==> config.mk <==
export PLATFORM = sky130hd
export DESIGN_NAME = scancode_line_editor
export DESIGN_NICKNAME = d
export VERILOG_FILES = /design/src/sv/sle_pkg.sv /design/src/sv/sle_front.sv /design/src/sv/sle_queue.sv /design/src/sv/sle_back.sv /design/src/sv/scancode_line_editor.sv
export SDC_FILE = /design/constraint.sdc
export NUM_CORES = 1
export LEC_CHECK = 0
export BUFFER_PORTS_ARGS = -buffer_cell sky130_fd_sc_hd__buf_2
export CAP_MARGIN = 10
export CORE_AREA = 4 4 227 229
export DETAILED_ROUTE_END_ITERATION = 10
export DIE_AREA = 0 0 231 233
export GPL_TIMING_DRIVEN = 0
export PLACE_DENSITY_LB_ADDON = 0.05
export SLEW_MARGIN = 40
export SYNTH_ARGS = -nofsm -noshare
export SYNTH_HDL_FRONTEND = slang
export SYNTH_SLANG_ARGS = --single-unit
==> constraint.sdc <==
create_clock -name clk -period 3.4 [get_ports clk]
set_clock_uncertainty 0.05 [all_clocks]
set_input_delay 0.34 -clock clk [delete_from_list [all_inputs] [get_ports clk]]
set_output_delay 0.34 -clock clk [all_outputs]
set_load 0.01 [all_outputs]
==> src/sv/sle_pkg.sv <==
// ----------------------------------------------------------------------------
// Scancode line editor package
// Command type, scancode constants and the QWERTZ key tables.
// ----------------------------------------------------------------------------
`default_nettype none

package sle_pkg;

  localparam int LINE_MAX = 63;
  localparam int LINE_CAP = (LINE_MAX < 63) ? LINE_MAX : 63;
  localparam logic [5:0] LINE_CAP_W = 6'(LINE_CAP);

  localparam int QDEPTH = 4;
  localparam int QPTR_W = $clog2(QDEPTH);
  localparam int QCNT_W = $clog2(QDEPTH + 1);

  localparam logic [7:0] SC_PREFIX     = 8'hE0;
  localparam logic [7:0] SC_LSHIFT     = 8'h2A;
  localparam logic [7:0] SC_RSHIFT     = 8'h36;
  localparam logic [7:0] SC_LSHIFT_BRK = 8'hAA;
  localparam logic [7:0] SC_RSHIFT_BRK = 8'hB6;
  localparam logic [7:0] SC_ENTER      = 8'h1C;
  localparam logic [7:0] SC_BKSP       = 8'h0E;
  localparam logic [7:0] SC_LEFT       = 8'h4B;
  localparam logic [7:0] SC_RIGHT      = 8'h4D;
  localparam int         BREAK_BIT     = 7;

  localparam logic [7:0] CH_NEWLINE = 8'h0A;

  localparam logic [1:0] KIND_NONE   = 2'd0;
  localparam logic [1:0] KIND_EDIT   = 2'd1;
  localparam logic [1:0] KIND_SUBMIT = 2'd2;

  typedef enum logic [2:0] {
    OP_NOP    = 3'd0,
    OP_LEFT   = 3'd1,
    OP_RIGHT  = 3'd2,
    OP_BKSP   = 3'd3,
    OP_INSERT = 3'd4,
    OP_ENTER  = 3'd5
  } op_t;

  typedef struct packed {
    op_t        op;
    logic [7:0] ch;
  } cmd_t;

  localparam logic [7:0] KEYS_PLAIN [64] = '{
    8'h00,8'h00,8'h31,8'h32,8'h33,8'h34,8'h35,8'h36,
    8'h37,8'h38,8'h39,8'h30,8'hDF,8'hB4,8'h08,8'h09,
    8'h71,8'h77,8'h65,8'h72,8'h74,8'h7A,8'h75,8'h69,
    8'h6F,8'h70,8'hFC,8'h2B,8'h0A,8'h00,8'h61,8'h73,
    8'h64,8'h66,8'h67,8'h68,8'h6A,8'h6B,8'h6C,8'hF6,
    8'hE4,8'h5E,8'h00,8'h23,8'h79,8'h78,8'h63,8'h76,
    8'h62,8'h6E,8'h6D,8'h2C,8'h2E,8'h2D,8'h00,8'h2A,
    8'h00,8'h20,8'h00,8'h00,8'h00,8'h00,8'h00,8'h00
  };

  localparam logic [7:0] KEYS_SHIFTED [64] = '{
    8'h00,8'h00,8'h21,8'h22,8'hA7,8'h24,8'h25,8'h26,
    8'h2F,8'h28,8'h29,8'h3D,8'h3F,8'h60,8'h08,8'h09,
    8'h51,8'h57,8'h45,8'h52,8'h54,8'h5A,8'h55,8'h49,
    8'h4F,8'h50,8'hDC,8'h2A,8'h0A,8'h00,8'h41,8'h53,
    8'h44,8'h46,8'h47,8'h48,8'h4A,8'h4B,8'h4C,8'hD6,
    8'hC4,8'hB0,8'h00,8'h27,8'h59,8'h58,8'h43,8'h56,
    8'h42,8'h4E,8'h4D,8'h3B,8'h3A,8'h5F,8'h00,8'h2A,
    8'h00,8'h20,8'h00,8'h00,8'h00,8'h00,8'h00,8'h00
  };

endpackage

`default_nettype wire

==> src/sv/sle_front.sv <==
// ----------------------------------------------------------------------------
// Scancode front end
// Tracks shift and extended prefix, and turns each scancode into a command.
// ----------------------------------------------------------------------------
`default_nettype none

module sle_front import sle_pkg::*; (
  input  wire logic       clk,
  input  wire logic       rst,
  input  wire logic       s_tvalid,
  output logic            s_tready,
  input  wire logic [7:0] s_tdata,   // scancode[7:0]
  input  wire logic [0:0] s_tuser,   // focused[0]
  output logic            cmd_valid,
  input  wire logic       cmd_ready,
  output cmd_t            cmd
);

  logic shift_held, shift_held_next;
  logic prefix_seen, prefix_seen_next;
  logic [7:0] key_ch;
  logic focused;

  assign focused   = s_tuser[0];
  assign s_tready  = cmd_ready;
  assign cmd_valid = s_tvalid;

  always_comb begin
    key_ch = 8'h00;
    if (s_tdata[7:6] == 2'b00) begin
      key_ch = shift_held ? KEYS_SHIFTED[s_tdata[5:0]] : KEYS_PLAIN[s_tdata[5:0]];
    end
  end

  always_comb begin
    shift_held_next  = shift_held;
    prefix_seen_next = prefix_seen;
    cmd.op = OP_NOP;
    cmd.ch = key_ch;
    if (s_tdata == SC_PREFIX) begin
      prefix_seen_next = 1'b1;
    end else if (prefix_seen) begin
      prefix_seen_next = 1'b0;
      if (focused && !s_tdata[BREAK_BIT]) begin
        if (s_tdata == SC_LEFT) begin
          cmd.op = OP_LEFT;
        end else if (s_tdata == SC_RIGHT) begin
          cmd.op = OP_RIGHT;
        end
      end
    end else if (s_tdata == SC_LSHIFT || s_tdata == SC_RSHIFT) begin
      shift_held_next = 1'b1;
    end else if (s_tdata == SC_LSHIFT_BRK || s_tdata == SC_RSHIFT_BRK) begin
      shift_held_next = 1'b0;
    end else if (s_tdata[BREAK_BIT] || !focused) begin
      cmd.op = OP_NOP;
    end else if (s_tdata == SC_ENTER) begin
      cmd.op = OP_ENTER;
    end else if (s_tdata == SC_BKSP) begin
      cmd.op = OP_BKSP;
    end else if (key_ch != 8'h00) begin
      cmd.op = OP_INSERT;
    end
  end

  always_ff @(posedge clk) begin
    if (rst) begin
      shift_held  <= 1'b0;
      prefix_seen <= 1'b0;
    end else if (s_tvalid && s_tready) begin
      shift_held  <= shift_held_next;
      prefix_seen <= prefix_seen_next;
    end
  end

endmodule

`default_nettype wire

==> src/sv/sle_queue.sv <==
// ----------------------------------------------------------------------------
// Command queue
// Small FIFO between the front end and the line engine.
// ----------------------------------------------------------------------------
`default_nettype none

module sle_queue import sle_pkg::*; (
  input  wire logic clk,
  input  wire logic rst,
  input  wire logic wr_valid,
  output logic      wr_ready,
  input  cmd_t      wr_cmd,
  output logic      rd_valid,
  input  wire logic rd_ready,
  output cmd_t      rd_cmd
);

  cmd_t              slots [QDEPTH];
  logic [QPTR_W-1:0] wr_ptr;
  logic [QPTR_W-1:0] rd_ptr;
  logic [QCNT_W-1:0] count;
  logic              push, pop;

  assign wr_ready = (count != QCNT_W'(QDEPTH));
  assign rd_valid = (count != '0);
  assign rd_cmd   = slots[rd_ptr];
  assign push     = wr_valid && wr_ready;
  assign pop      = rd_valid && rd_ready;

  always_ff @(posedge clk) begin
    if (push) begin
      slots[wr_ptr] <= wr_cmd;
    end
  end

  always_ff @(posedge clk) begin
    if (rst) begin
      wr_ptr <= '0;
      rd_ptr <= '0;
      count  <= '0;
    end else begin
      if (push) begin
        wr_ptr <= (wr_ptr == QPTR_W'(QDEPTH - 1)) ? '0 : wr_ptr + 1'b1;
      end
      if (pop) begin
        rd_ptr <= (rd_ptr == QPTR_W'(QDEPTH - 1)) ? '0 : rd_ptr + 1'b1;
      end
      case ({push, pop})
        2'b10:   count <= count + 1'b1;
        2'b01:   count <= count - 1'b1;
        default: count <= count;
      endcase
    end
  end

endmodule

`default_nettype wire

==> src/sv/sle_back.sv <==
// ----------------------------------------------------------------------------
// Line engine
// Holds the line store, cursor and length; executes commands and emits results.
// ----------------------------------------------------------------------------
`default_nettype none

module sle_back import sle_pkg::*; (
  input  wire logic clk,
  input  wire logic rst,
  input  wire logic cmd_valid,
  output logic      cmd_ready,
  input  cmd_t      cmd,
  output logic        m_tvalid,
  input  wire logic   m_tready,
  output logic [23:0] m_tdata,   // char_out[7:0], cursor_pos[13:8], line_length[19:14], 0
  output logic [1:0]  m_tuser,   // kind[1:0]
  output logic        m_tlast    // last
);

  typedef enum logic [7:0] {
    ST_IDLE   = 8'b0000_0001,
    ST_SHIFT  = 8'b0000_0010,
    ST_DRAIN  = 8'b0000_0100,
    ST_PUT    = 8'b0000_1000,
    ST_EMIT   = 8'b0001_0000,
    ST_ENT_RD = 8'b0010_0000,
    ST_ENT_LD = 8'b0100_0000,
    ST_ENT_NL = 8'b1000_0000
  } state_t;

  state_t     state;
  logic [7:0] line_store [64];
  logic [7:0] rdata;
  logic [5:0] cur, len, ptr, cnt, pend_addr, put_addr;
  logic       dir_ins, pend;
  logic [1:0] res_kind;
  logic [7:0] res_ch;
  logic       mem_we;
  logic [5:0] mem_wa;
  logic [7:0] mem_wd;
  logic       out_free;

  assign cmd_ready = (state == ST_IDLE);
  assign out_free  = !m_tvalid || m_tready;

  assign mem_we = pend || (state == ST_PUT);
  assign mem_wa = pend ? pend_addr : put_addr;
  assign mem_wd = pend ? rdata : res_ch;

  always_ff @(posedge clk) begin
    if (mem_we) begin
      line_store[mem_wa] <= mem_wd;
    end
    rdata <= line_store[ptr];
  end

  always_ff @(posedge clk) begin
    if (rst) begin
      state    <= ST_IDLE;
      cur      <= '0;
      len      <= '0;
      pend     <= 1'b0;
      m_tvalid <= 1'b0;
    end else begin
      if (m_tvalid && m_tready) begin
        m_tvalid <= 1'b0;
      end
      unique case (state)
        ST_IDLE: begin
          if (cmd_valid) begin
            res_kind <= KIND_NONE;
            res_ch   <= 8'h00;
            state    <= ST_EMIT;
            case (cmd.op)
              OP_LEFT: begin
                if (cur != '0) begin
                  cur      <= cur - 1'b1;
                  res_kind <= KIND_EDIT;
                end
              end
              OP_RIGHT: begin
                if (cur < len) begin
                  cur      <= cur + 1'b1;
                  res_kind <= KIND_EDIT;
                end
              end
              OP_BKSP: begin
                if (cur != '0) begin
                  ptr      <= cur;
                  cnt      <= len - cur;
                  dir_ins  <= 1'b0;
                  cur      <= cur - 1'b1;
                  len      <= len - 1'b1;
                  res_kind <= KIND_EDIT;
                  state    <= (len == cur) ? ST_EMIT : ST_SHIFT;
                end
              end
              OP_INSERT: begin
                if (len < LINE_CAP_W) begin
                  ptr      <= len - 1'b1;
                  cnt      <= len - cur;
                  dir_ins  <= 1'b1;
                  put_addr <= cur;
                  cur      <= cur + 1'b1;
                  len      <= len + 1'b1;
                  res_kind <= KIND_EDIT;
                  res_ch   <= cmd.ch;
                  state    <= (len == cur) ? ST_PUT : ST_SHIFT;
                end
              end
              OP_ENTER: begin
                ptr   <= '0;
                cnt   <= len;
                cur   <= '0;
                len   <= '0;
                state <= (len == '0) ? ST_ENT_NL : ST_ENT_RD;
              end
              default: begin
                state <= ST_EMIT;
              end
            endcase
          end
        end
        ST_SHIFT: begin
          pend      <= 1'b1;
          pend_addr <= dir_ins ? ptr + 1'b1 : ptr - 1'b1;
          ptr       <= dir_ins ? ptr - 1'b1 : ptr + 1'b1;
          cnt       <= cnt - 1'b1;
          if (cnt == 6'd1) begin
            state <= ST_DRAIN;
          end
        end
        ST_DRAIN: begin
          pend  <= 1'b0;
          state <= dir_ins ? ST_PUT : ST_EMIT;
        end
        ST_PUT: begin
          state <= ST_EMIT;
        end
        ST_EMIT: begin
          if (out_free) begin
            m_tvalid <= 1'b1;
            m_tuser  <= res_kind;
            m_tdata  <= {4'h0, len, cur, res_ch};
            m_tlast  <= 1'b1;
            state    <= ST_IDLE;
          end
        end
        ST_ENT_RD: begin
          state <= ST_ENT_LD;
        end
        ST_ENT_LD: begin
          if (out_free) begin
            m_tvalid <= 1'b1;
            m_tuser  <= KIND_SUBMIT;
            m_tdata  <= {16'h0000, rdata};
            m_tlast  <= 1'b0;
            ptr      <= ptr + 1'b1;
            cnt      <= cnt - 1'b1;
            state    <= (cnt == 6'd1) ? ST_ENT_NL : ST_ENT_RD;
          end
        end
        ST_ENT_NL: begin
          if (out_free) begin
            m_tvalid <= 1'b1;
            m_tuser  <= KIND_SUBMIT;
            m_tdata  <= {16'h0000, CH_NEWLINE};
            m_tlast  <= 1'b1;
            state    <= ST_IDLE;
          end
        end
        default: begin
          state <= ST_IDLE;
        end
      endcase
    end
  end

endmodule

`default_nettype wire

==> src/sv/scancode_line_editor.sv <==
// ----------------------------------------------------------------------------
// Scancode line editor
// Set-1 scancode decoder (German QWERTZ) with an editable 63-character line.
// ----------------------------------------------------------------------------
// One scancode per input transaction, focus flag in tuser. Every input gives
// at least one result transaction; enter gives one per line character and a
// newline, tlast on the final one. Items are worked one at a time by the line
// engine behind a four-entry command queue; a command passes through the queue
// and the engine state before its first result is registered on the output. An
// insert or a backspace away from the line end shifts the line store, which
// moves one entry per cycle through its single write port. Enter reads each
// character through the registered read of the line store before sending it. A
// stalled result stream holds the engine. The line store needs no clearing pass
// after reset.
`default_nettype none

module scancode_line_editor import sle_pkg::*; (
  input  wire logic        clk,
  input  wire logic        rst,
  input  wire logic        s_tvalid,
  output logic             s_tready,
  input  wire logic [7:0]  s_tdata,   // scancode[7:0]
  input  wire logic [0:0]  s_tuser,   // focused[0]
  output logic             m_tvalid,
  input  wire logic        m_tready,
  output logic [23:0]      m_tdata,   // char_out[7:0], cursor_pos[13:8], line_length[19:14], 0
  output logic [1:0]       m_tuser,   // kind[1:0]
  output logic             m_tlast    // last
);

  logic f_valid, f_ready;
  cmd_t f_cmd;
  logic q_valid, q_ready;
  cmd_t q_cmd;

  sle_front u_front (
    .clk       (clk),
    .rst       (rst),
    .s_tvalid  (s_tvalid),
    .s_tready  (s_tready),
    .s_tdata   (s_tdata),
    .s_tuser   (s_tuser),
    .cmd_valid (f_valid),
    .cmd_ready (f_ready),
    .cmd       (f_cmd)
  );

  sle_queue u_queue (
    .clk      (clk),
    .rst      (rst),
    .wr_valid (f_valid),
    .wr_ready (f_ready),
    .wr_cmd   (f_cmd),
    .rd_valid (q_valid),
    .rd_ready (q_ready),
    .rd_cmd   (q_cmd)
  );

  sle_back u_back (
    .clk       (clk),
    .rst       (rst),
    .cmd_valid (q_valid),
    .cmd_ready (q_ready),
    .cmd       (q_cmd),
    .m_tvalid  (m_tvalid),
    .m_tready  (m_tready),
    .m_tdata   (m_tdata),
    .m_tuser   (m_tuser),
    .m_tlast   (m_tlast)
  );

endmodule

`default_nettype wire

== After elaboration in Yosys (flattened, before gate mapping) ==
Memory sizes are Yosys's and may differ from the RTL's. A register that Yosys moved wholly into a read port is not among the register bits.
Index checks and enable logic that the tools add are counted.

* Flip-flop bits (word level): 93
* Memory bits (read-only): 1024
* Memories: 4
* Input bits: 13
* Memory bits (writable): 556

* Reductions and logical operators: 44
* $lt $le $gt $ge: 3
* Multiplexer cells: 86
* Bitwise logic cells: 4
* Equality and inequality tests: 43
* $add $sub $neg: 12

{| class="wikitable"
|+ Memory list
! name !! depth !! bits a word !! read ports !! clocked after memory_dff !! wr ports !! RTL line !! text
|-
| (name not given) || 64 || 8 || 1 || 0 || 0 || sle_front.sv:31 || <nowiki>key_ch = shift_held ? KEYS_SHIFTED[s_tdata[5:0]] : KEYS_PLAIN[s_tdata[5:0]];</nowiki>
|-
| (name not given) || 64 || 8 || 1 || 0 || 0 || sle_front.sv:31 ||
|-
| u_back.line_store || 64 || 8 || 1 || 1 || 1 || sle_back.sv:32 || <nowiki>logic [7:0] line_store [64];</nowiki>
|-
| u_queue.slots || 4 || 11 || 1 || 1 || 1 || sle_queue.sv:18 || <nowiki>cmd_t slots [QDEPTH];</nowiki>
|}

{| class="wikitable"
|+ Operators by type and width
! kind !! count
|-
| 8-bit 2-to-1 mux || 15
|-
| 6-bit 2-to-1 mux || 16
|-
| 6-bit one-hot mux with 3 select lines || 5
|-
| 24-bit 2-to-1 mux || 3
|-
| 24-bit one-hot mux with 3 select lines || 1
|-
| 8-bit one-hot mux with 7 select lines || 1
|-
| 8-bit == test (second input constant) || 4
|-
| 3-bit 2-to-1 mux || 10
|-
| 8-bit by 6-bit == test with 1-bit output (second input constant) || 3
|-
| 8-bit by 7-bit == test with 1-bit output (second input constant) || 3
|-
| 6-bit one-hot mux with 4 select lines || 1
|-
| 8-bit one-hot mux with 3 select lines || 1
|-
| 6-bit by 1-bit subtractor with 6-bit output (second input constant) || 4
|-
| 2-bit by 1-bit inequality test with 1-bit output (second input constant) || 11
|-
| 6-bit by 1-bit adder with 6-bit output (second input constant) || 3
|-
| 1-bit 2-to-1 mux || 17
|-
| 8-bit by 4-bit == test with 1-bit output (second input constant) || 2
|-
| 8-bit by 5-bit == test with 1-bit output (second input constant) || 2
|-
| 4-bit AND reduction || 4
|-
| 5-bit AND reduction || 3
|-
| 2-bit 2-to-1 mux || 7
|-
| 6-bit AND reduction || 2
|-
| 2-bit nonzero test || 6
|-
| 3-bit nonzero test || 4
|-
| other kinds (41) || 64
|}

== Longest topological paths before layout ==
Gate-level depths: netlist (run 1).

* Depth in word-level cells: 15
* Mapped depth: 11

== Cells and area by module ==
From an unflattened synthesis (run 1), not the netlist that was laid out.

* Cell total of the unflattened synthesis: 1671
* Area, all modules: 28289.6 um2

{| class="wikitable"
|+ Modules (own cells, without submodules)
! module !! area each (um2) !! cells an instance !! instances !! sequential area each (um2)
|-
| sle_back || 24663.7 || 1337 || 1 || 17687.0
|-
| sle_queue || 2074.5 || 109 || 1 || 1501.4
|-
| sle_front || 1551.5 || 225 || 1 || 40.0
|}

== Worst setup path after synthesis (run 1) ==
Ideal clock, no wire load.

* Kind: register to register
* Start: register u_back.state[3]
* End: register u_back.m_tdata[0] (enable)
* Data required time: 2.923 ns
* Stages on the path, launching flop included: 6
* Arrival: 2.976 ns
* Buffers on the path: 1
* Setup slack: -0.053 ns
* Cells stage by stage: dfxtp_1 clkbuf_1 or4_1 nor4_1 nor2_1 nor3b_1

* Word-level cells in the longest chain between the ends: 3
* Elaborated cells on any way between the ends: 8
* Classes of those cells: eq/ne: 6; reduce/logical: 2

{| class="wikitable"
|+ RTL lines
! element !! RTL line !! text
|-
| start: declaration || sle_back.sv:31 || <nowiki>state_t state;</nowiki>
|-
| start signal: assignment || sle_back.sv:95 || <nowiki>state <= (len == cur) ? ST_EMIT : ST_SHIFT;</nowiki>
|-
| start signal: assignment || sle_back.sv:108 || <nowiki>state <= (len == cur) ? ST_PUT : ST_SHIFT;</nowiki>
|-
| start signal: assignment || sle_back.sv:116 || <nowiki>state <= (len == '0) ? ST_ENT_NL : ST_ENT_RD;</nowiki>
|-
| 8-bit == test (tied with other cells) || sle_back.sv:68 || <nowiki>unique case (state)</nowiki>
|-
| 2-bit by 1-bit inequality test with 1-bit output (no source line) / 3-bit nonzero test (equally long branches) || n/a ||
|-
| 5-bit AND reduction (no source line) * || n/a ||
|-
| end signal: assignment || sle_back.sv:144 || <nowiki>m_tdata <= {4'h0, len, cur, res_ch};</nowiki>
|-
| end signal: assignment || sle_back.sv:156 || <nowiki>m_tdata <= {16'h0000, rdata};</nowiki>
|-
| end signal: assignment || sle_back.sv:167 || <nowiki>m_tdata <= {16'h0000, CH_NEWLINE};</nowiki>
|-
| end: declaration || sle_back.sv:15 || <nowiki>output logic [23:0] m_tdata,</nowiki>
|}

Mark *: on every way between the ends. The rest lies on a longest branch, timed or not.
A chain may end at the register's enable or synchronous reset.

== Final worst setup path (run 1) ==
* Start: register u_back.state[1]
* End: memory u_back.line_store[43][3] (enable)

* Word-level cells in the longest chain between the ends: 4

{| class="wikitable"
|+ RTL lines
! element !! RTL line !! text
|-
| 8-bit by 4-bit == test with 1-bit output || sle_back.sv:46 || <nowiki>assign mem_we = pend || (state == ST_PUT);</nowiki>
|-
| 1-bit logical OR || sle_back.sv:46 ||
|-
| 1-bit 2-to-1 mux || sle_back.sv:51 || <nowiki>if (mem_we) begin</nowiki>
|-
| 1-bit 2-to-1 mux (not written as such) || sle_back.sv:52 || <nowiki>line_store[mem_wa] <= mem_wd;</nowiki>
|-
| end: declaration || sle_back.sv:32 ||
|}

Every way passes these cells.

==> flow_metrics.tcl, run 1 <==
set metrics [dict create \
    ant_nets 0 \
    clockBufferDepth 3 \
    die_w_um 231 \
    end_kind "flip-flop" \
    ys_seq_area_share_pct 68.5 \
    netlist_instances 1679 \
    synth_cell_types 71 \
    status "finished, violations left" \
    grt_max_degree 65 \
    hold_start "s_tdata[6]" \
    drt_iter0_drc 1899 \
    clk_latency_ps 600 \
    drc_errors 0 \
    finish.utilization_pct 63.8 \
    grt_pass1_vias 15800 \
    syn_area_sq_mm 0.0281 \
    cts.clk_slew.worst_paths_ps 60 \
    critPathKind "flip-flop to flip-flop" \
    grt_pass1_wl_um 101000 \
    holdPathStages 5 \
    r2r-start "u_back.state[1]" \
    r2r_slack_ps -40 \
    drt-met1-wl_um 28800 \
    htree_levels 3 \
    r2r_cells 8 \
    dr_total_vias 15900 \
    wl_per_cell_um 26.6 \
    wl_met3_um 4460 \
    synth_edf_count 613 \
    syn_to_final_growth_pct 12.9 \
    synth_warnings 0 \
    hold_end "u_front.prefix_seen" \
    hold_viol 0 \
    slew_violations 0 \
    viasPerCell 6.31 \
    dr_wl_met2_um 32000 \
    rsz0062_at_grt "yes" \
    grt_use_total_pct 25.2 \
    ir_drop_mv 0.402 \
    num_antenna_cells 0 \
    port_buffers 36 \
    hpwl_um 44300 \
    dpl_cell_area_sq_mm 0.0292 \
    ys_ff_latch 654 \
    synthArstFlopShare_pct 0 \
    p_per_area_mw_per_mm2 713 \
    cts_tree "built" \
    fp.dieH_um 233 \
    cts.sinks 654 \
    mostFrequentLayoutCells "edfxtp_1 (613), mux4_2 (172), nand2_1 (93)" \
    drv_cap 0 \
    fin_crit_sh_pct 101 \
    ioPinCount 42 \
    drive_gt1_share_pct 24.2 \
    fmax_mhz 290 \
    setup_viol 48 \
    num_rows 82 \
    violations "negative setup slack" \
    gp_congestion 0.910 \
    start_util_pct 56.5 \
    cts_made_buffers 67 \
    maxSlewHeadroom_pct 41.8 \
    synth-main-ff-cell "edfxtp_1" \
    layout_commonest_cell "edfxtp_1" \
    min_period_ps 3440 \
    avgSynthCellArea_sq_um 16.7 \
    power_leakage_nw 10.2 \
    overflow 0 \
    die_area_sq_mm 0.0538 \
    fin_ws_ps -44.6 \
    hold_path.class "input pin to flip-flop" \
    cp.arrival_ps 3630 \
    cp.required_ps 3580 \
    final_cell_area_sq_mm 0.0317 \
    first_pass_iters 8 \
    cp_max_fo 8 \
    core_sq_mm 0.0497 \
    routed_wl_um 66800 \
    r2r_end "u_back.line_store[43][3]" \
    clock-root-buffer "clkbuf_16" \
    antenna_found_initial 0 \
    fin_nets 1839 \
    top_layer "met4" \
    tightest_slew_ps 874 \
    cp-start-kind "flip-flop" \
]
## state kept, by name (all words and copies together) (netlist names), 3 cells and up, named ones only
name / count
u_back.cnt: 6
u_back.line_store: 512
u_back.cur: 6
u_back.pend_addr: 6
u_back.rdata: 8
u_back.put_addr: 6
u_back.m_tdata: 20
u_back.state: 8
u_queue.count: 3
u_back.ptr: 6
u_back.len: 6
u_queue.slots: 44
u_back.res_ch: 8
## critical path, stage by stage, from the launching register on
cell and delay, ps:
dfxtp_1 290, clkbuf_1 200, nor4_4 460, nand2_1 210, nor2_1 140, nand2_1 70, o21ai_0 400, nand2_1 570
nor2_2 680
## through the flow
stage	hold slack, ps	power, mW	TNS [ps]	std cells	worst slack (ps)
floorplan	386	13.8	0	1682	229
global placement	422	15.3	-78350	2390	-1240
detailed placement	429	15.5	-71430	2392	-800
CTS	117	22.7	-27530	2514	-155
global route	154	23.6	-47740	2516	-251
finish	141	22.6	-1150	2516	-44.6
## where the power goes
group | leakage [nW] | internal [mW] | switching, mW | total, mW
clock | 1.06 | 4.22 | 3.00 | 7.22
sequential | 5.89 | 9.69 | 0.219 | 9.91
combinational | 3.28 | 2.12 | 3.36 | 5.47
total | 10.2 | 16.0 | 6.57 | 22.6
## routing by layer
| layer | global-route usage [%] | vias to the layer above |
|---|---|---|
| met5 | 0 | - |
| met3 | 4.04 | 100 |
| li1 | - | 6911 |
| met1 | 37.1 | 8234 |
| met4 | 7.05 | 0 |
| met2 | 40.0 | 620 |
## cell type report
type | count | area, sq um
Sequential cell | 654 | 19200
Fill cell | 3573 | 18000
Multi-Input combinational cell | 888 | 8600
Clock buffer | 89 | 1840
Tap cell | 672 | 841
Buffer | 98 | 464
Clock inverter | 32 | 317
Timing Repair Buffer | 42 | 231
Inverter | 41 | 154
## synthesized netlist by cell type, types with 4 or more instances
master	n	area, sq um
dfxtp_1	41	821
edfxtp_1	613	18400
mux4_2	172	3870
nor2b_1	24	150
a211oi_1	16	120
nand2b_1	21	131
ha_1	31	388
a31oi_1	11	68.8
nor3_1	29	145
xor2_1	13	114
clkbuf_1	57	214
buf_2	20	100
buf_4	7	52.6
o32ai_1	10	87.6
nand3_1	29	145
nand4_1	6	37.5
nor2_1	132	495
o22ai_1	8	50.1
or3_1	7	43.8
mux2i_1	16	160
mux2_2	16	180
o311ai_0	5	43.8
xnor2_1	15	131
nand2_1	97	364
a22oi_1	6	45.0
and2_1	8	50.1
inv_1	40	150
nand3b_1	4	30.0
o211ai_1	8	60.1
and3_1	11	68.8
nor4_1	7	43.8
a32oi_1	4	35.0
a21oi_1	69	345
a21o_1	5	37.5
buf_1	13	48.8
nor3b_1	11	82.6
o21ai_0	44	220
## timing repair
action                                  CTS  global route
hold endpoints to repair                  1             0
pin swaps                                 0             1
cloned                                    0             0
gates resized for setup                  45            30
endpoints found under the setup margin  386           534
hold buffers                              1             0
setup buffers                             0             2
## cell families (layout without fill, tap and decap cells)
| kind of cell | Yosys count | in the layout | synth area share [%] |
|---|---|---|---|
| adders and majority gates | 34 | 34 | 1.60 |
| xor gates and xnor gates | 28 | 28 | 0.874 |
| and+or+nand+nor | 398 | 398 | 6.79 |
| buffers and inverters | 140 | 302 | 2.11 |
| muxes | 204 | 204 | 15.0 |
| other | 1 | 4 | 0.0134 |
| AOI/OAI and AO/OA | 220 | 220 | 5.09 |
| DFF | 654 | 654 | 68.5 |
## worst max path at each step
stage	startpoint	to	slack, ps	depth (start not counted)
after floorplan	flip-flop	u_back.cnt[0]	230	6
after global placement	s_tdata[1]	u_queue.slots[0][10]	-1240	12
after detailed placement	s_tdata[1]	u_queue.slots[0][10]	-800	12
after CTS	u_back.state[1]	u_back.line_store[45][0]	-160	8
after global routing	u_back.state[1]	u_back.line_store[27][4]	-250	8
final	u_back.state[1]	u_back.line_store[43][3]	-40	8
(Power assumes the default switching activity.)
==> inputs of run 2 (changes only) <==
- BUFFER_PORTS_ARGS: -buffer_cell sky130_fd_sc_hd__buf_2 -> -buffer_cell sky130_fd_sc_hd__buf_4
- CAP_MARGIN: 10 -> unset
- PLACE_DENSITY: unset -> 0.74
- PLACE_DENSITY_LB_ADDON: 0.05 -> unset
==> run 2 against run 1 <==
The flow now finishes without violations. Clock-buffer cell count fell by 4. Die area did not move. Utilization rose by 0.63 points. Maximum frequency rose by 3.2%. Critical endpoint is now u_back.line_store[19][6]. Routed wire length rose by 1.1%.
==> flow_metrics.tcl, run 2 (synthesis results as in run 1) <==
set metrics [dict create \
    fmax_mhz 299 \
    grt_pass1_wl_um 102000 \
    fillers 3471 \
    viasPerCell 6.40 \
    setup-tns-final_ps 0 \
    first_pass_iters 7 \
    cpMostUsedCell "nand2_1" \
    routed_wl_um 67600 \
    ant_nets 0 \
    place_ws_ps -598 \
    gp_congestion 0.927 \
    cts.clk_slew.worst_paths_ps 60 \
    largest_register_ffs 512 \
    drv_cap 0 \
    grt_use_total_pct 25.3 \
    cp-start-kind "flip-flop" \
    crit_slowest_cell "nor2_2" \
    die_w_um 231 \
    regMostFlops "u_back.line_store" \
    drt_iter0_drc 2048 \
    num_antenna_cells 0 \
    status "complete, no violations" \
    hold_path.class "input pin to flip-flop" \
    p_per_area_mw_per_mm2 718 \
    power_leakage_nw 10.3 \
    cts_made_buffers 68 \
    cp.depth 8 \
    wl_per_cell_um 26.8 \
    drive_gt1_share_pct 24.9 \
    port_buffers 36 \
    r2r_cells 8 \
    grt_max_degree 65 \
    ir_drop_mv 0.369 \
    core_sq_mm 0.0497 \
    fin_ws_ps 60.6 \
    clock-root-buffer "clkbuf_16" \
    clockBufferDepth 3 \
    critPathBufInv 1 \
    tightest_slew_ps 834 \
    fin_crit_sh_pct 98.2 \
    cp_cell_sequence "clkbuf_1, nor4_4, nand2_1, nor2_1, nand2_1, o21ai_1, nand2_2, nor2_2" \
    cts.sinks 654 \
    start_util_pct 56.5 \
    min_period_ps 3340 \
    cpLargestDelayFamily "simple AND/OR/NAND/NOR gates" \
    layout_commonest_cell "edfxtp_1" \
    fp.dieH_um 233 \
    drc_errors 0 \
    antenna_found_initial 1 \
    dr_total_vias 16100 \
    num_rows 82 \
    overflow 0 \
    critPathKind "flip-flop to flip-flop" \
    holdPathStages 5 \
    end_kind "flip-flop" \
    slew_violations 0 \
    cp.required_ps 3580 \
    cp_max_fo 8 \
    hpwl_um 43400 \
    grt_pass1_vias 16300 \
    reg.largest.list "u_back.line_store (512), u_queue.slots (44), u_back.m_tdata (20)" \
    cts_tree "built" \
    clk_latency_ps 610 \
    cpPeakStageDelay_ps 550 \
    syn_to_final_growth_pct 14.0 \
    die_area_sq_mm 0.0538 \
    setup_viol 0 \
    ioPinCount 42 \
    mostFrequentLayoutCells "edfxtp_1 (613), mux4_2 (172), nand2_1 (89)" \
    cp.arrival_ps 3520 \
    htree_levels 3 \
    fin_nets 1837 \
    rsz0062_at_grt "yes" \
    maxSlewHeadroom_pct 44.4 \
    hold_viol 0 \
]
[run 2: changes by cell type in the layout (fill, tap and decap cells not counted), sizes merged]
cell / change
clkinvlp: +3
buf: -2
clkinv: +3
clkbuf: -5
bufinv: +2
[run 2: final cells by class]
cell class | count | area (sq um) | area share [%]
plain buffers | 97 | 467 | 1.46
inverters | 41 | 154 | 0.481
well taps | 672 | 841 | 2.63
clock inverters | 40 | 395 | 1.24
multi-input cells | 888 | 8740 | 27.3
clock buffers | 85 | 1850 | 5.78
flip-flops and latches | 654 | 19200 | 60.1
repair buffers | 40 | 319 | 0.997
[run 2: report_power, final]
group	switching, mW	internal (mW)
logic	3.45	2.15
registers	0.224	9.69
clock network	3.05	4.42
total	6.72	16.2
[run 2: metrics by stage]
step | std cells | hold WS (ps) | area (sq um) | util (%) | power, mW
floorplan | 1682 | 386 | 28100 | - | 13.8
global placement | 2390 | 420 | 29200 | 58.8 | 15.3
detailed placement | 2392 | 429 | 29300 | 59.0 | 15.5
CTS | 2518 | 111 | 31700 | 63.8 | 22.9
global route | 2517 | 174 | 32000 | 64.4 | 23.9
finish | 2517 | 134 | 32000 | 64.4 | 23.0
[run 2: path summary, 6_finish.rpt]
path | slack [ps] | startpoint | to
max reg2reg | 60 | u_back.state[1] | u_back.line_store[19][6]
min | 130 | s_tdata[6] | u_front.prefix_seen
max | 60 | u_back.state[1] | u_back.line_store[19][6]
min reg2reg | 450 | u_queue.rd_ptr[1] | u_queue.rd_ptr[1]
[run 2: tightest hold or removal path: stages]
cell	delay, ps
buf_4	130
nand3_1	80
nor4_1	60
nand2_1	60
a21oi_1	50
[run 2: layer usage]
layer | wire length, um | vias up | global-route usage (%)
met2 | 34100 | 752 | 41.5
met4 | 1830 | 0 | 8.42
met5 | 0 | - | 0
met3 | 4980 | 138 | 4.81
li1 | - | 6906 | -
met1 | 26600 | 8304 | 34.7
[run 2: timing repair]
action / in CTS / in global routing
setup endpoints to repair: 376 / 401
gates cloned: 0 / 0
resized for setup: 58 / 58
hold endpoints to repair: 1 / 0
pin swaps: 0 / 1
hold buffers: 1 / 0
buffers inserted: 0 / 1
==> inputs of run 3 (changes only) <==
==> constraint.sdc (replaced) <==
create_clock -name clk -period 3.4 [get_ports clk]
set_clock_uncertainty 0.05 [all_clocks]
set_input_delay 0.17 -clock clk [delete_from_list [all_inputs] [get_ports clk]]
set_output_delay 0.17 -clock clk [all_outputs]
set_load 0.01 [all_outputs]
==> run 3 against run 2 <==
Via count increased by 0.74%. Die area unchanged. Sequential power about the same. Clock power about the same. Routed wire length increased by 0.33%. Critical endpoint is now u_back.line_store[46][1].
==> flow_metrics.tcl, run 3 (synthesis results as in run 1) <==
set metrics [dict create \
    finish.utilization_pct 64.4 \
    setup_viol 0 \
    dp_cells 2392 \
    dr_total_vias 16200 \
    fin_crit_sh_pct 98.0 \
    grt_pass1_wl_um 102000 \
    cts.sinks 654 \
    start_util_pct 56.5 \
    hold_path.class "input pin to flip-flop" \
    antenna_found_initial 1 \
    cp-start-kind "flip-flop" \
    status "complete, no violations" \
    viasPerCell 6.43 \
    ioPinCount 42 \
    hold_viol 0 \
    htree_levels 3 \
    die_area_sq_mm 0.0538 \
    critPathKind "flip-flop to flip-flop" \
    cts_tree "built" \
    num_rows 82 \
    maxSlewHeadroom_pct 42.9 \
    num_antenna_cells 0 \
    hpwl_um 43400 \
    cp.required_ps 3590 \
    crit_slowest_cell "o41ai_2" \
    slew_violations 0 \
    tightest_slew_ps 857 \
    drc_errors 0 \
    first_pass_iters 6 \
    min_period_ps 3330 \
    cpLargestDelayFamily "simple AND/OR/NAND/NOR gates" \
    regMostFlops "u_back.line_store" \
    core_sq_mm 0.0497 \
    clock-root-buffer "clkbuf_16" \
    use_met2_pct 41.5 \
    fmax_mhz 300 \
    layout_commonest_cell "edfxtp_1" \
    cp_max_fo 8 \
    fin_nets 1841 \
    largest_register_ffs 512 \
    met1_usage_pct 34.7 \
    drive_gt1_share_pct 24.8 \
    wl_per_cell_um 26.9 \
    critPathBufInv 1 \
    clockBufferDepth 3 \
    grt_use_total_pct 25.3 \
    cpPeakStageDelay_ps 680 \
    overflow 0 \
    power_leakage_nw 10.3 \
    ir_drop_mv 0.368 \
    drv_cap 0 \
    die_w_um 231 \
    gp_congestion 0.927 \
    cts.clk_slew.worst_paths_ps 60 \
    fp.dieH_um 233 \
    port_buffers 36 \
    routed_wl_um 67800 \
    final_cells 2521 \
    reg.largest.list "u_back.line_store (512), u_queue.slots (44), u_back.m_tdata (20)" \
    cts_made_buffers 68 \
    syn_to_final_growth_pct 14.0 \
    cp.arrival_ps 3520 \
    mostFrequentLayoutCells "edfxtp_1 (613), mux4_2 (172), nand2_1 (89)" \
    p_per_area_mw_per_mm2 718 \
    grt_max_degree 65 \
    ant_nets 0 \
    met3_usage_pct 4.81 \
    end_kind "flip-flop" \
    rsz0062_at_grt "yes" \
    grt.busiest_layer "met2" \
    clk_latency_ps 610 \
    drt_iter0_drc 2047 \
    cp_cell_sequence "clkbuf_1, nor4_4, nand2_1, o41ai_2, nand2_2, nor2_2" \
    grt_pass1_vias 16300 \
]
run 3: changes by cell type in the layout (fill, tap and decap cells not counted), sizes merged:
cell,previous run,this run
clkbuf,141,142
dlygate4sd3,1,4
run 3: what timing repair did:
action	CTS	global route
buffers inserted	0	1
gates resized for setup	58	56
setup endpoints to repair	376	397
hold buffers	4	0
hold endpoints to repair	3	0
pin swaps	0	1
run 3: cell type report:
cell class,count,area (sq um)
Clock inverter,40,395
Tap cell,672,841
Buffer,98,470
Sequential cell,654,19200
Multi-Input combinational cell,888,8710
Clock buffer,85,1850
Fill cell,3468,17700
Inverter,41,154
Timing Repair Buffer,43,349
run 3: metal layers:
metal / part of all wire (%) / up-vias
met5: 0 / -
met1: 39 / 8337
met2: 50 / 814
met3: 7.8 / 152
li1: - / 6916
met4: 2.8 / 0
run 3: worst min-delay path, delay by kind of cell:
| family | cells | cell delay (ps) |
|---|---|---|
| AND/OR/NAND/NOR | 2 | 250 |
| buffers and inverters | 1 | 110 |
run 3: final timing paths:
path / from / end / slack (ps) / depth (start not counted)
setup / recovery: u_back.state[1] / u_back.line_store[46][1] / 70 / 6
hold / removal: s_tuser / u_queue.slots[1][9] / 80 / 3
setup reg to reg: u_back.state[1] / u_back.line_store[46][1] / 70 / 6
hold reg to reg: u_queue.rd_ptr[1] / flip-flop / 450 / 2
run 3: per-stage QoR:
stage,total power [mW],setup WS [ps],hold slack (ps),setup TNS [ps],area (sq um)
3_3_place_gp,15.3,-855,339,-39800,29200
5_1_grt,23.9,-137,96.8,-13590,32000
2_1_floorplan,13.8,229,216,0,28100
4_1_cts,22.9,-80.2,37.2,-3470,31700
6_report,23.0,67.7,75.5,0,32000
3_5_place_dp,15.5,-481,348,-67660,29300
run 3: where the power goes:
group	internal (mW)	switching [mW]
registers	9.69	0.224
logic	2.15	3.46
clock network	4.42	3.05
total	16.2	6.73
